File: config.mk
export PLATFORM = sky130hd
export DESIGN_NAME = multicore_tick_wakeup_scheduler
export DESIGN_NICKNAME = d
export VERILOG_FILES = /design/src/rtl/mtws_pkg.sv /design/src/rtl/mtws_cell.sv /design/src/rtl/multicore_tick_wakeup_scheduler.sv
export SDC_FILE = /design/constraint.sdc
export NUM_CORES = 2
export LEC_CHECK = 0
export BUFFER_PORTS_ARGS = -buffer_cell sky130_fd_sc_hd__buf_4
export CORE_ASPECT_RATIO = 1.5
export CORE_MARGIN = 10
export CORE_UTILIZATION = 53
export CTS_CLUSTER_DIAMETER = 150
export DETAILED_ROUTE_END_ITERATION = 10
export GPL_TIMING_DRIVEN = 0
export HOLD_SLACK_MARGIN = 0.02
export PLACE_DENSITY = 0.76
export REMOVE_ABC_BUFFERS = 1
export SYNTH_ARGS = -nofsm -noshare
export SYNTH_HDL_FRONTEND = slang
export SYNTH_HIERARCHICAL = 1
export SYNTH_SLANG_ARGS = --single-unit
File: constraint.sdc
create_clock -name clock -period 16.61 [get_ports clock]
set_clock_uncertainty 0.2 [all_clocks]
set_input_delay 0.8305 -clock clock [delete_from_list [all_inputs] [get_ports clock]]
set_output_delay 0.8305 -clock clock [all_outputs]
set_load 0.03 [all_outputs]
File: src/rtl/mtws_pkg.sv
// Shared constants, codes and types of the multicore tick wakeup scheduler.
package mtws_pkg;

   localparam int NUM_CORES    = 8;
   localparam int COUNT_WIDTH  = 32;
   localparam int CORE_W       = 3;
   localparam int OP_W         = 2;
   localparam int DELAY_W      = 16;
   localparam int VEC_W        = 8;
   localparam int SLOW_W       = 32;
   localparam int ACTIVE_W     = 4;
   localparam int SLOW_DIVISOR = 100;
   localparam int RES_W        = $clog2(SLOW_DIVISOR);

   localparam logic [ACTIVE_W-1:0] ACTIVE_RESET = ACTIVE_W'(8);
   localparam logic [RES_W-1:0]    RES_LAST     = RES_W'(SLOW_DIVISOR - 1);

   // Operation codes carried in the request's tuser.
   localparam logic [OP_W-1:0] OP_TICK  = 2'd0;
   localparam logic [OP_W-1:0] OP_OTHER = 2'd1;
   localparam logic [OP_W-1:0] OP_ARM   = 2'd2;
   localparam logic [OP_W-1:0] OP_CLEAR = 2'd3;

   // Request tdata layout, lowest field first.
   localparam int REQ_DATA_W = 32;
   localparam int REQ_CORE_LO  = 0;
   localparam int REQ_SRC_LO   = REQ_CORE_LO + CORE_W;
   localparam int REQ_DELAY_LO = REQ_SRC_LO + CORE_W;
   localparam int REQ_VEC_LO   = REQ_DELAY_LO + DELAY_W;

   // Response tdata layout, lowest field first.
   localparam int RSP_DATA_W = 80;
   localparam int RSP_TGT_LO   = 0;
   localparam int RSP_VEC_LO   = RSP_TGT_LO + CORE_W;
   localparam int RSP_TICKS_LO = RSP_VEC_LO + VEC_W;
   localparam int RSP_SLOW_LO  = RSP_TICKS_LO + COUNT_WIDTH;
   localparam int RSP_USED_W   = RSP_SLOW_LO + SLOW_W;

   // Scan token that walks down the row of cells.
   typedef struct packed {
      logic                   valid;
      logic [CORE_W-1:0]      core;
      logic [COUNT_WIDTH-1:0] now;
   } scan_type;

   // Update of one cell's state.
   typedef struct packed {
      logic                   arm;
      logic                   clear;
      logic                   tick;
      logic [COUNT_WIDTH-1:0] wake_time;
      logic [CORE_W-1:0]      source;
      logic [VEC_W-1:0]       vector;
      logic [COUNT_WIDTH-1:0] count;
      logic [RES_W-1:0]       residue;
   } cell_wr_type;

   // Wakeup found by a cell; zero when there is none.
   typedef struct packed {
      logic              hit;
      logic [CORE_W-1:0] target;
      logic [VEC_W-1:0]  vector;
   } hit_type;

endpackage

File: src/rtl/mtws_cell.sv
// One core's tick counter and wakeup entry, with one stage of the scan chain.
module mtws_cell (
   input  logic                            clock,
   input  logic                            reset,
   input  logic [mtws_pkg::CORE_W-1:0]      cell_index,
   input  logic [mtws_pkg::ACTIVE_W-1:0]    active_cores,
   input  logic                            wr_en,
   input  mtws_pkg::cell_wr_type           wr,
   input  logic                            advance,
   input  mtws_pkg::scan_type              scan_in,
   output mtws_pkg::scan_type              scan_out,
   output mtws_pkg::hit_type               hit,
   output logic [mtws_pkg::COUNT_WIDTH-1:0] count,
   output logic [mtws_pkg::RES_W-1:0]       residue
);
   import mtws_pkg::*;

   logic [COUNT_WIDTH-1:0] time_ff, time_in;
   logic [CORE_W-1:0]      source_ff, source_in;
   logic [VEC_W-1:0]       vector_ff, vector_in;
   logic [COUNT_WIDTH-1:0] count_ff, count_in;
   logic [RES_W-1:0]       residue_ff, residue_in;
   scan_type               scan_ff, scan_in_nxt;

   always_comb begin
      time_in    = time_ff;
      source_in  = source_ff;
      vector_in  = vector_ff;
      count_in   = count_ff;
      residue_in = residue_ff;
      if (wr_en) begin
         if (wr.arm) begin
            time_in   = wr.wake_time;
            source_in = wr.source;
            vector_in = wr.vector;
         end
         if (wr.clear) begin
            time_in   = '0;
            source_in = '0;
         end
         if (wr.tick) begin
            count_in   = wr.count;
            residue_in = wr.residue;
         end
      end
   end

   assign scan_in_nxt = advance ? scan_in : scan_ff;

   always_ff @(posedge clock) begin
      if (reset) begin
         time_ff       <= '0;
         source_ff     <= '0;
         vector_ff     <= '0;
         count_ff      <= '0;
         residue_ff    <= '0;
         scan_ff.valid <= 1'b0;
         scan_ff.core  <= '0;
         scan_ff.now   <= '0;
      end else begin
         time_ff    <= time_in;
         source_ff  <= source_in;
         vector_ff  <= vector_in;
         count_ff   <= count_in;
         residue_ff <= residue_in;
         scan_ff    <= scan_in_nxt;
      end
   end

   // The entry wakes when the ticking core times it, it is not the ticking
   // core itself, it lies inside the scanned range and its time has passed.
   logic match;
   assign match = scan_in.valid
                  && (source_ff == scan_in.core)
                  && (cell_index != scan_in.core)
                  && ({1'b0, cell_index} < active_cores)
                  && (time_ff < scan_in.now);

   assign hit.hit    = match;
   assign hit.target = match ? cell_index : '0;
   assign hit.vector = match ? vector_ff : '0;

   assign scan_out = scan_ff;
   assign count    = count_ff;
   assign residue  = residue_ff;

endmodule

File: src/rtl/multicore_tick_wakeup_scheduler.sv
// Top level of the multicore tick wakeup scheduler: request decode, cell row and result output.
//
// Arm, clear and other-interrupt items give no result. A timer tick first
// updates the ticking core's counter, then a scan token walks the row of
// core cells one cell per cycle, and a final step closes the tick with its
// last result. Results come out in increasing target order, one per woken
// core, or a single result with ipi_valid low when no core wakes; the scan
// pauses while the output register is full. A new request is taken only
// after the last result of a tick has been loaded into the output register.
// The configuration write port is always ready.
module multicore_tick_wakeup_scheduler (
   input  logic                                clock,
   input  logic                                reset,
   input  logic                                req_tvalid,
   output logic                                req_tready,
   // core [2:0], source_core [5:3], delay [21:6], vector [29:22], zero above
   input  logic [mtws_pkg::REQ_DATA_W-1:0]     req_tdata,
   // operation [1:0]
   input  logic [mtws_pkg::OP_W-1:0]           req_tuser,
   output logic                                rsp_tvalid,
   input  logic                                rsp_tready,
   // target_core [2:0], ipi_vector [10:3], core_ticks [42:11],
   // slow_ticks [74:43], zero above
   output logic [mtws_pkg::RSP_DATA_W-1:0]     rsp_tdata,
   // ipi_valid [0]
   output logic [0:0]                          rsp_tuser,
   output logic                                rsp_tlast,
   input  logic                                csr_valid,
   output logic                                csr_ready,
   input  logic [mtws_pkg::ACTIVE_W-1:0]       csr_data
);
   import mtws_pkg::*;

   localparam logic ST_IDLE = 1'b0;
   localparam logic ST_SCAN = 1'b1;

   logic                   state_ff, state_in;
   logic [ACTIVE_W-1:0]    active_ff, active_in;
   logic [SLOW_W-1:0]      slow_ff, slow_in;
   logic [COUNT_WIDTH-1:0] now_ff, now_in;
   scan_type               launch_ff, launch_in;
   logic                   pend_ff, pend_in;
   logic [CORE_W-1:0]      pend_tgt_ff, pend_tgt_in;
   logic [VEC_W-1:0]       pend_vec_ff, pend_vec_in;
   logic                   rsp_valid_ff, rsp_valid_in;
   logic                   rsp_ipi_ff, rsp_ipi_in;
   logic [CORE_W-1:0]      rsp_tgt_ff, rsp_tgt_in;
   logic [VEC_W-1:0]       rsp_vec_ff, rsp_vec_in;
   logic [COUNT_WIDTH-1:0] rsp_ticks_ff, rsp_ticks_in;
   logic [SLOW_W-1:0]      rsp_slow_ff, rsp_slow_in;
   logic                   rsp_last_ff, rsp_last_in;

   // Request decode.
   logic [OP_W-1:0]    op;
   logic [CORE_W-1:0]  req_core, req_src, rd_idx;
   logic [DELAY_W-1:0] req_delay;
   logic [VEC_W-1:0]   req_vec;
   logic               accept, in_range;

   assign op        = req_tuser;
   assign req_core  = req_tdata[REQ_CORE_LO +: CORE_W];
   assign req_src   = req_tdata[REQ_SRC_LO +: CORE_W];
   assign req_delay = req_tdata[REQ_DELAY_LO +: DELAY_W];
   assign req_vec   = req_tdata[REQ_VEC_LO +: VEC_W];

   assign req_tready = (state_ff == ST_IDLE);
   assign accept     = req_tvalid && req_tready;
   assign in_range   = ({1'b0, req_core} < (CORE_W + 1)'(NUM_CORES))
                       && ((op != OP_ARM) || ({1'b0, req_src} < (CORE_W + 1)'(NUM_CORES)));
   assign rd_idx     = (op == OP_ARM) ? req_src : req_core;

   // Cell row.
   scan_type               chain [NUM_CORES+1];
   hit_type                hits [NUM_CORES];
   logic [COUNT_WIDTH-1:0] counts [NUM_CORES];
   logic [RES_W-1:0]       residues [NUM_CORES];
   logic [NUM_CORES-1:0]   wr_en;
   cell_wr_type            wr;
   logic                   advance;

   assign chain[0] = launch_ff;

   for (genvar g = 0; g < NUM_CORES; g++) begin : g_cell
      assign wr_en[g] = accept && in_range && (req_core == CORE_W'(g));
      mtws_cell u_cell (
         .clock        (clock),
         .reset        (reset),
         .cell_index   (CORE_W'(g)),
         .active_cores (active_ff),
         .wr_en        (wr_en[g]),
         .wr           (wr),
         .advance      (advance),
         .scan_in      (chain[g]),
         .scan_out     (chain[g+1]),
         .hit          (hits[g]),
         .count        (counts[g]),
         .residue      (residues[g])
      );
   end

   // Counter update for the addressed core.
   logic [COUNT_WIDTH-1:0] cnt_rd, now_val;
   logic [RES_W-1:0]       res_rd, res_nxt;

   assign cnt_rd  = counts[rd_idx];
   assign res_rd  = residues[rd_idx];
   assign now_val = cnt_rd + COUNT_WIDTH'(1);
   // The residue tracks the count modulo the slow divisor; a wrap of the
   // count to zero lands on a multiple as well.
   assign res_nxt = ((now_val == '0) || (res_rd == RES_LAST)) ? '0 : res_rd + RES_W'(1);

   always_comb begin
      wr.arm       = (op == OP_ARM);
      wr.clear     = (op == OP_CLEAR);
      wr.tick      = (op == OP_TICK);
      wr.wake_time = cnt_rd + COUNT_WIDTH'(req_delay);
      wr.source    = req_src;
      wr.vector    = req_vec;
      wr.count     = now_val;
      wr.residue   = res_nxt;
   end

   // Merge the cell hits; at most one cell holds the token.
   hit_type hit_any;
   always_comb begin
      hit_any = '0;
      for (int i = 0; i < NUM_CORES; i++) begin
         hit_any = hit_any | hits[i];
      end
   end

   logic end_valid, need_emit, can_emit, emit;
   assign end_valid = chain[NUM_CORES].valid;
   assign need_emit = (hit_any.hit && pend_ff) || end_valid;
   assign can_emit  = !rsp_valid_ff || rsp_tready;
   assign advance   = !(need_emit && !can_emit);
   assign emit      = need_emit && can_emit;

   logic tick_go;
   assign tick_go = accept && in_range && (op == OP_TICK);

   always_comb begin
      state_in     = state_ff;
      slow_in      = slow_ff;
      now_in       = now_ff;
      launch_in    = launch_ff;
      pend_in      = pend_ff;
      pend_tgt_in  = pend_tgt_ff;
      pend_vec_in  = pend_vec_ff;
      rsp_valid_in = rsp_valid_ff && !rsp_tready;
      rsp_ipi_in   = rsp_ipi_ff;
      rsp_tgt_in   = rsp_tgt_ff;
      rsp_vec_in   = rsp_vec_ff;
      rsp_ticks_in = rsp_ticks_ff;
      rsp_slow_in  = rsp_slow_ff;
      rsp_last_in  = rsp_last_ff;
      active_in    = (csr_valid && csr_ready) ? csr_data : active_ff;

      if (advance) begin
         launch_in.valid = 1'b0;
      end
      if (tick_go) begin
         state_in        = ST_SCAN;
         now_in          = now_val;
         launch_in.valid = 1'b1;
         launch_in.core  = req_core;
         launch_in.now   = now_val;
         if (res_nxt == '0) begin
            slow_in = slow_ff + SLOW_W'(1);
         end
      end

      if (emit) begin
         rsp_valid_in = 1'b1;
         rsp_ticks_in = now_ff;
         rsp_slow_in  = slow_ff;
         rsp_last_in  = end_valid;
         rsp_ipi_in   = pend_ff;
         rsp_tgt_in   = pend_ff ? pend_tgt_ff : '0;
         rsp_vec_in   = pend_ff ? pend_vec_ff : '0;
      end

      if (advance) begin
         if (hit_any.hit) begin
            pend_in     = 1'b1;
            pend_tgt_in = hit_any.target;
            pend_vec_in = hit_any.vector;
         end
         if (end_valid) begin
            pend_in  = 1'b0;
            state_in = ST_IDLE;
         end
      end
   end

   always_ff @(posedge clock) begin
      if (reset) begin
         state_ff        <= ST_IDLE;
         active_ff       <= ACTIVE_RESET;
         slow_ff         <= '0;
         launch_ff       <= '0;
         pend_ff         <= 1'b0;
         rsp_valid_ff    <= 1'b0;
      end else begin
         state_ff        <= state_in;
         active_ff       <= active_in;
         slow_ff         <= slow_in;
         launch_ff       <= launch_in;
         pend_ff         <= pend_in;
         rsp_valid_ff    <= rsp_valid_in;
      end
   end

   always_ff @(posedge clock) begin
      now_ff         <= now_in;
      pend_tgt_ff    <= pend_tgt_in;
      pend_vec_ff    <= pend_vec_in;
      rsp_ipi_ff     <= rsp_ipi_in;
      rsp_tgt_ff     <= rsp_tgt_in;
      rsp_vec_ff     <= rsp_vec_in;
      rsp_ticks_ff   <= rsp_ticks_in;
      rsp_slow_ff    <= rsp_slow_in;
      rsp_last_ff    <= rsp_last_in;
   end

   assign csr_ready  = 1'b1;
   assign rsp_tvalid = rsp_valid_ff;
   assign rsp_tuser  = rsp_ipi_ff;
   assign rsp_tlast  = rsp_last_ff;
   assign rsp_tdata  = {(RSP_DATA_W - RSP_USED_W)'(0), rsp_slow_ff, rsp_ticks_ff,
                        rsp_vec_ff, rsp_tgt_ff};

   logic [NUM_CORES:0] token_bits;
   always_comb begin
      for (int i = 0; i <= NUM_CORES; i++) begin
         token_bits[i] = chain[i].valid;
      end
   end

   // The scan token is never duplicated along the row.
   a_one_token: assert property (@(posedge clock) disable iff (reset)
      $onehot0(token_bits))
      else $error("more than one scan token in the cell row");

   // While idle no token is in flight and nothing is pending.
   a_idle_clean: assert property (@(posedge clock) disable iff (reset)
      (state_ff == ST_IDLE) |-> (token_bits == '0) && !pend_ff)
      else $error("scan state left behind while idle");

   // Closing a tick returns to idle with a last result loaded.
   a_close: assert property (@(posedge clock) disable iff (reset)
      (end_valid && advance) |=> (state_ff == ST_IDLE) && rsp_valid_ff && rsp_last_ff)
      else $error("tick did not close with a last result");

   // An accepted tick moves to the scan state with a scan token launched.
   a_no_overlap: assert property (@(posedge clock) disable iff (reset)
      tick_go |=> (state_ff == ST_SCAN) && launch_ff.valid)
      else $error("tick did not launch a scan");

endmodule

Word level (Yosys, flattened, before mapping)
Index checks and enable logic that the tools add are counted.
Storage, ports and cells
  register bits: 1104
  output and inout port bits: 85
  logic and storage cells: 257
Operators by class
  add/subtract/negate cells: 4
  magnitude comparators: 17
  equal/unequal tests: 26
  multiplexer cells: 35
  bitwise operators: 10
  reductions and logical operators: 86
Operators with widths (number)
  less-than comparator 32 bit: 8
  two-way mux 32 bit: 4
  binary-select mux 32 bit (select 3 bit): 1
  bitwise OR 12 bit: 7
  adder 32 x 1 -> 32 bit, second input constant: 2
  two-way mux 8 bit: 8
  AND reduction 2 bit: 27
  logical AND 1 bit: 46
  two-way mux 36 bit: 1
  adder 32 x 16 -> 32 bit: 1
  zero test 32 bit: 1
  equality test 3 bit: 8
  binary-select mux 7 bit (select 3 bit): 1
  two-way mux 3 bit: 7
  two-way mux 7 bit: 3
  less-than comparator 3 x 4 -> 1 bit, first input constant: 4
  equality test 3 bit, second input constant: 4
  inequality test 3 bit, first input constant: 4
  less-than comparator 1 x 4 -> 1 bit, first input constant: 2
  less-than comparator 2 x 4 -> 1 bit, first input constant: 2
  two-way mux 1 bit: 8
  adder 7 x 1 -> 7 bit, second input constant: 1
  equality test 7 bit, second input constant: 1
  zero test 7 bit: 1
  other kinds (16): 26

Depth between registers and ports, before layout
  depth in word-level cells: 18
  mapped depth: 28
  mapped depth without buffers: 24

Cells and area by module
Netlist, hierarchy kept.
By module, submodules not included
  mtws_cell: instances 8, cells each 596, area an instance 5151.2 sq um
  multicore_tick_wakeup_scheduler: instances 1, cells each 1159, area an instance 12061.6 sq um

Worst setup path before layout
Ideal clock, no wire load.
  path type: register to register
  from: reg g_cell[4].u_cell.scan_ff, in the netlist g_cell[4].u_cell/scan_out[2]
  to: reg rsp_slow_ff[0], enable pin
  arrival: 5.435 ns
  path slack: 10.453 ns
  stages on the path, launching flop included: 15
  path buffers: 2
  path through: dfxtp_1 inv_1 ha_1 a211o_1 a31oi_1 o311a_1 o21ai_1 buf_4 a21oi_2 buf_4 or4_1 nor2_1 inv_1 a21oi_1 nor2b_1
Between the ends
  cells in the longest elaborated chain, start to end: 8
Ends and longest elaborated chain
  start, declared: line mtws_cell.sv:23  | scan_type scan_ff, scan_in_nxt;
  start signal, assigned: line mtws_cell.sv:66  | scan_ff <= scan_in_nxt;
  less-than comparator 32 bit: line mtws_cell.sv:77  | && (time_ff < scan_in.now);
  logical AND 1 bit: line mtws_cell.sv:77
  named net g_cell[5].u_cell.match: line mtws_cell.sv:72  | logic match;
  bitwise OR 12 bit (3 in series): line multicore_tick_wakeup_scheduler.sv:128  | hit_any = hit_any | hits[i];
  logical AND 1 bit: line multicore_tick_wakeup_scheduler.sv:134  | assign need_emit = (hit_any.hit && pend_ff) || end_valid;
  logical OR 1 bit: line multicore_tick_wakeup_scheduler.sv:134
  logical AND 1 bit: line multicore_tick_wakeup_scheduler.sv:137  | assign emit = need_emit && can_emit;
  named net emit: line multicore_tick_wakeup_scheduler.sv:132  | logic end_valid, need_emit, can_emit, emit;
  end signal, assigned: line multicore_tick_wakeup_scheduler.sv:222  | rsp_slow_ff <= rsp_slow_in;
  end, declared: line multicore_tick_wakeup_scheduler.sv:50  | logic [SLOW_W-1:0] rsp_slow_ff, rsp_slow_in;
The timed path passes the listed nets, and every way through them passes these cells.
A chain may end at the register's enable or synchronous reset.

==> results.env <==
OUTCOME='finished, violations left'
FAILED_CHECKS='max-capacitance violations, max-slew violations'
CP_TOP_DELAY_FAMILY='compound AO/OA/AOI/OAI gates'
DRT-TOTAL-WL_UM=135900
MAX_CAP_VIOL_COUNT=1
TIMING.MAX_SLEW.REL_SLACK_PCT=-1.425
PEAKVDDDROP_mV=0.07724
ROUTEDWLPERCELL_UM=18.95
FLOORPLAN.INITIALDENSITY_PCT=53.46
HOLD-PATH-CELL-COUNT=2
CP_SLOWEST_STAGE_DELAY_PS=1150
FINALMAXSLEWVIOLATIONS=12
CTS_RESIZED=0
RSZ_0062_RAISED_AFTER_GLOBAL_ROUTING='false'
CRITPATHKIND='in -> reg'
AREA_GROWTH_SYN_TO_FIN_PCT=11.54
DIE-AREA_UM2=111400
NUMBER_OF_DRC_MARKERS_AFTER_THE_INITIAL_DETAILED_ROUTE_ITERATION=3413
DETAILEDROUTE.FIRSTPASSITERATIONCOUNT=8
CP_COMMON_CELL='sky130_fd_sc_hd__a21oi_1'
ENDPOINT_KIND='flop'
TRITONCTS.NUM_BUFFERS=102
DIE_X_UM=275.9
STATIC-LEAKAGE-POWER_nW=23.16
COREAREA_UM2=97390
TOTAL_POWER_mW=5.761
CLOCK_TREE.HTREE_LEVEL_COUNT=3
TIMING.FINAL.SETUP_VIOLATIONS=0
LAYOUT-DRIVE-GT1-SHARE_PCT=10.08
DESIGN.PORTCOUNT=128
GRT_FIRST_PASS_WIRELENGTH_UM=214200
LEAST_MARGIN_PIN_SLEW_PS=1511
GRT_START_MAX_NET_PINS=162
CRITICAL_PATH.MAX_FANOUT=39
CTS_MAX_PATH_BUFFERS=3
DETAILED_PLACE.AREA_UM2=54410
DP.FINAL_HPWL_UM=92560
FINAL_CELL_AREA_UM2=58080
SYN-INSTANCE-COUNT=5817
ROWS=140
DR_TOTAL_VIAS=41810
TIMING.HOLD.WS_PS=115.1
CRIT_SLOWEST_CELL='sky130_fd_sc_hd__xnor2_1'
DIE_HEIGHT_UM=403.9
CTSHOLDBUFFERS=0
MAX_FREQ_GHz=0.1094
CP.REQUIRED_PS=17030
GRT_PASS1_VIAS=40520
CRITPATHARRIVALTIME_PS=9560
CLK_ROOT_BUFFER_CELL='sky130_fd_sc_hd__clkbuf_16'
FINALHOLDVIOLATIONS=0
ANTENNA_FOUND_INITIAL=2
POSTCTSSETUPREPAIRBUFS=0
PLACE.GP.CONGESTION=0.9034
CP_NUM_BUF_INV=8
CP_NUM_CELLS=30
VIAS_PER_CELL=5.832
FINAL_WORST_PATH_PERIOD_SHARE_PCT=55.03
GLOBALROUTEOVERFLOWTOTAL=0
POSTROUTEANTENNANETS=0
TNS_PS=0
GROUTE.USAGE.OVERALL_PCT=23.61
DRC_MARKERS=0
PLACE.PORT_BUFFERS=119
TRITONCTS='yes'
POST_SYNTH.CELL_AREA_AVG_UM2=8.951
SYN_WARNINGS=6
POST_SYNTH_INSTANCE_AREA_UM2=52070
CLK_TRANSITION_REPORTED_PATHS_PS=60
TIMING.REG2REG.WORST_PATH_DEPTH=21
CLOCK_SINKS=1104
FIN_CRIT_PS=9140
POWER.DENSITY_nW_PER_UM2=99.20
FINAL_NET_COUNT=6133
STARTPOINT_TYPE='input port'
CLKLATENCYLATEPIN_PS=710
MIN_PATH_TYPE='in -> reg'
[stage by stage]
stage	utilization (%)	worst slack, ps	instances
after floorplan	-	5174	5519
after global placement	54.30	1106	6916
after detailed placement	55.87	6855	6980
after CTS	59.63	7563	7168
after global routing	59.63	6897	7168
final	59.63	7470	7169
[worst register-to-register path, stage by stage (launching register included)]
cell,delay (ps)
sky130_fd_sc_hd__dfxtp_1,310
sky130_fd_sc_hd__mux2i_1,130
sky130_fd_sc_hd__a22oi_1,100
sky130_fd_sc_hd__nand2_1,550
sky130_fd_sc_hd__inv_1,230
sky130_fd_sc_hd__ha_1,260
sky130_fd_sc_hd__fa_1,410
sky130_fd_sc_hd__a21o_1,190
sky130_fd_sc_hd__a21oi_1,220
sky130_fd_sc_hd__o21bai_1,90
sky130_fd_sc_hd__a21oi_1,240
sky130_fd_sc_hd__o21bai_1,100
sky130_fd_sc_hd__a21oi_1,230
sky130_fd_sc_hd__nor2b_1,70
sky130_fd_sc_hd__o21a_1,190
sky130_fd_sc_hd__o21bai_1,290
sky130_fd_sc_hd__o211ai_1,150
sky130_fd_sc_hd__a21oi_1,500
sky130_fd_sc_hd__nor3_1,270
sky130_fd_sc_hd__xnor2_1,1150
sky130_fd_sc_hd__a22oi_1,240
sky130_fd_sc_hd__nor2_1,160
[layout by cell type (no fill, tap or decap), types with 80 or more instances in the layout]
cell type,count
sky130_fd_sc_hd__dfxtp_1,984
sky130_fd_sc_hd__nand2_1,901
sky130_fd_sc_hd__nor2_1,635
sky130_fd_sc_hd__a21oi_1,525
sky130_fd_sc_hd__mux2i_1,376
sky130_fd_sc_hd__a22oi_1,322
sky130_fd_sc_hd__inv_1,303
sky130_fd_sc_hd__ha_1,283
sky130_fd_sc_hd__nand4_1,141
sky130_fd_sc_hd__buf_4,127
sky130_fd_sc_hd__edfxtp_1,120
sky130_fd_sc_hd__nand3_1,114
sky130_fd_sc_hd__clkbuf_16,105
sky130_fd_sc_hd__a21oi_2,80
[per-layer routing]
metal	share of wire (%)	track usage [%]	up-vias
met4	5.4	13.48	0
met2	51	42.46	1305
met3	5.5	2.861	363
met1	38	26.43	20060
met5	0	0	-
li1	-	-	20090
[layout make-up]
type	instances	area, µm²
Timing Repair Buffer	183	2146
Clock inverter	61	853.3
Multi-Input combinational cell	4110	26210
Fill cell	8210	39320
Sequential cell	1104	23300
Antenna cell	1	2.502
Tap cell	1278	1599
Inverter	305	1155
Clock buffer	127	2810
[state kept, by name, indices dropped and copies added (netlist names), 24 cells and up]
signal and flops:
rsp_slow_ff 32, rsp_ticks_ff 32, g_cell.u_cell/time_ff 256, g_cell.u_cell/count 256, g_cell.u_cell/residue 56, slow_ff 32
g_cell.u_cell/scan_out 253, now_ff 32, chain 36, g_cell.u_cell/source_ff 24, g_cell.u_cell/vector_ff 64
[report_power, final]
part	switching, mW	internal (mW)	leakage, nW
Clock	1.06	1.50	1.79
Sequential	0.0129	2.71	9.10
Combinational	0.346	0.134	12.3
Total	1.42	4.35	23.2
[path summary, 6_finish.rpt]
kind                                  start                            to  slack, ps
setup reg to reg  g_cell[2].u_cell/count[0]  g_cell[0].u_cell/time_ff[18]      10250
hold reg to reg                   now_ff[3]               rsp_ticks_ff[3]        220
setup / recovery               req_tuser[0]  g_cell[0].u_cell/time_ff[18]       7470
hold / removal                  csr_data[3]                  active_ff[3]        120
No activity file was read; power rests on OpenSTA's default activity.
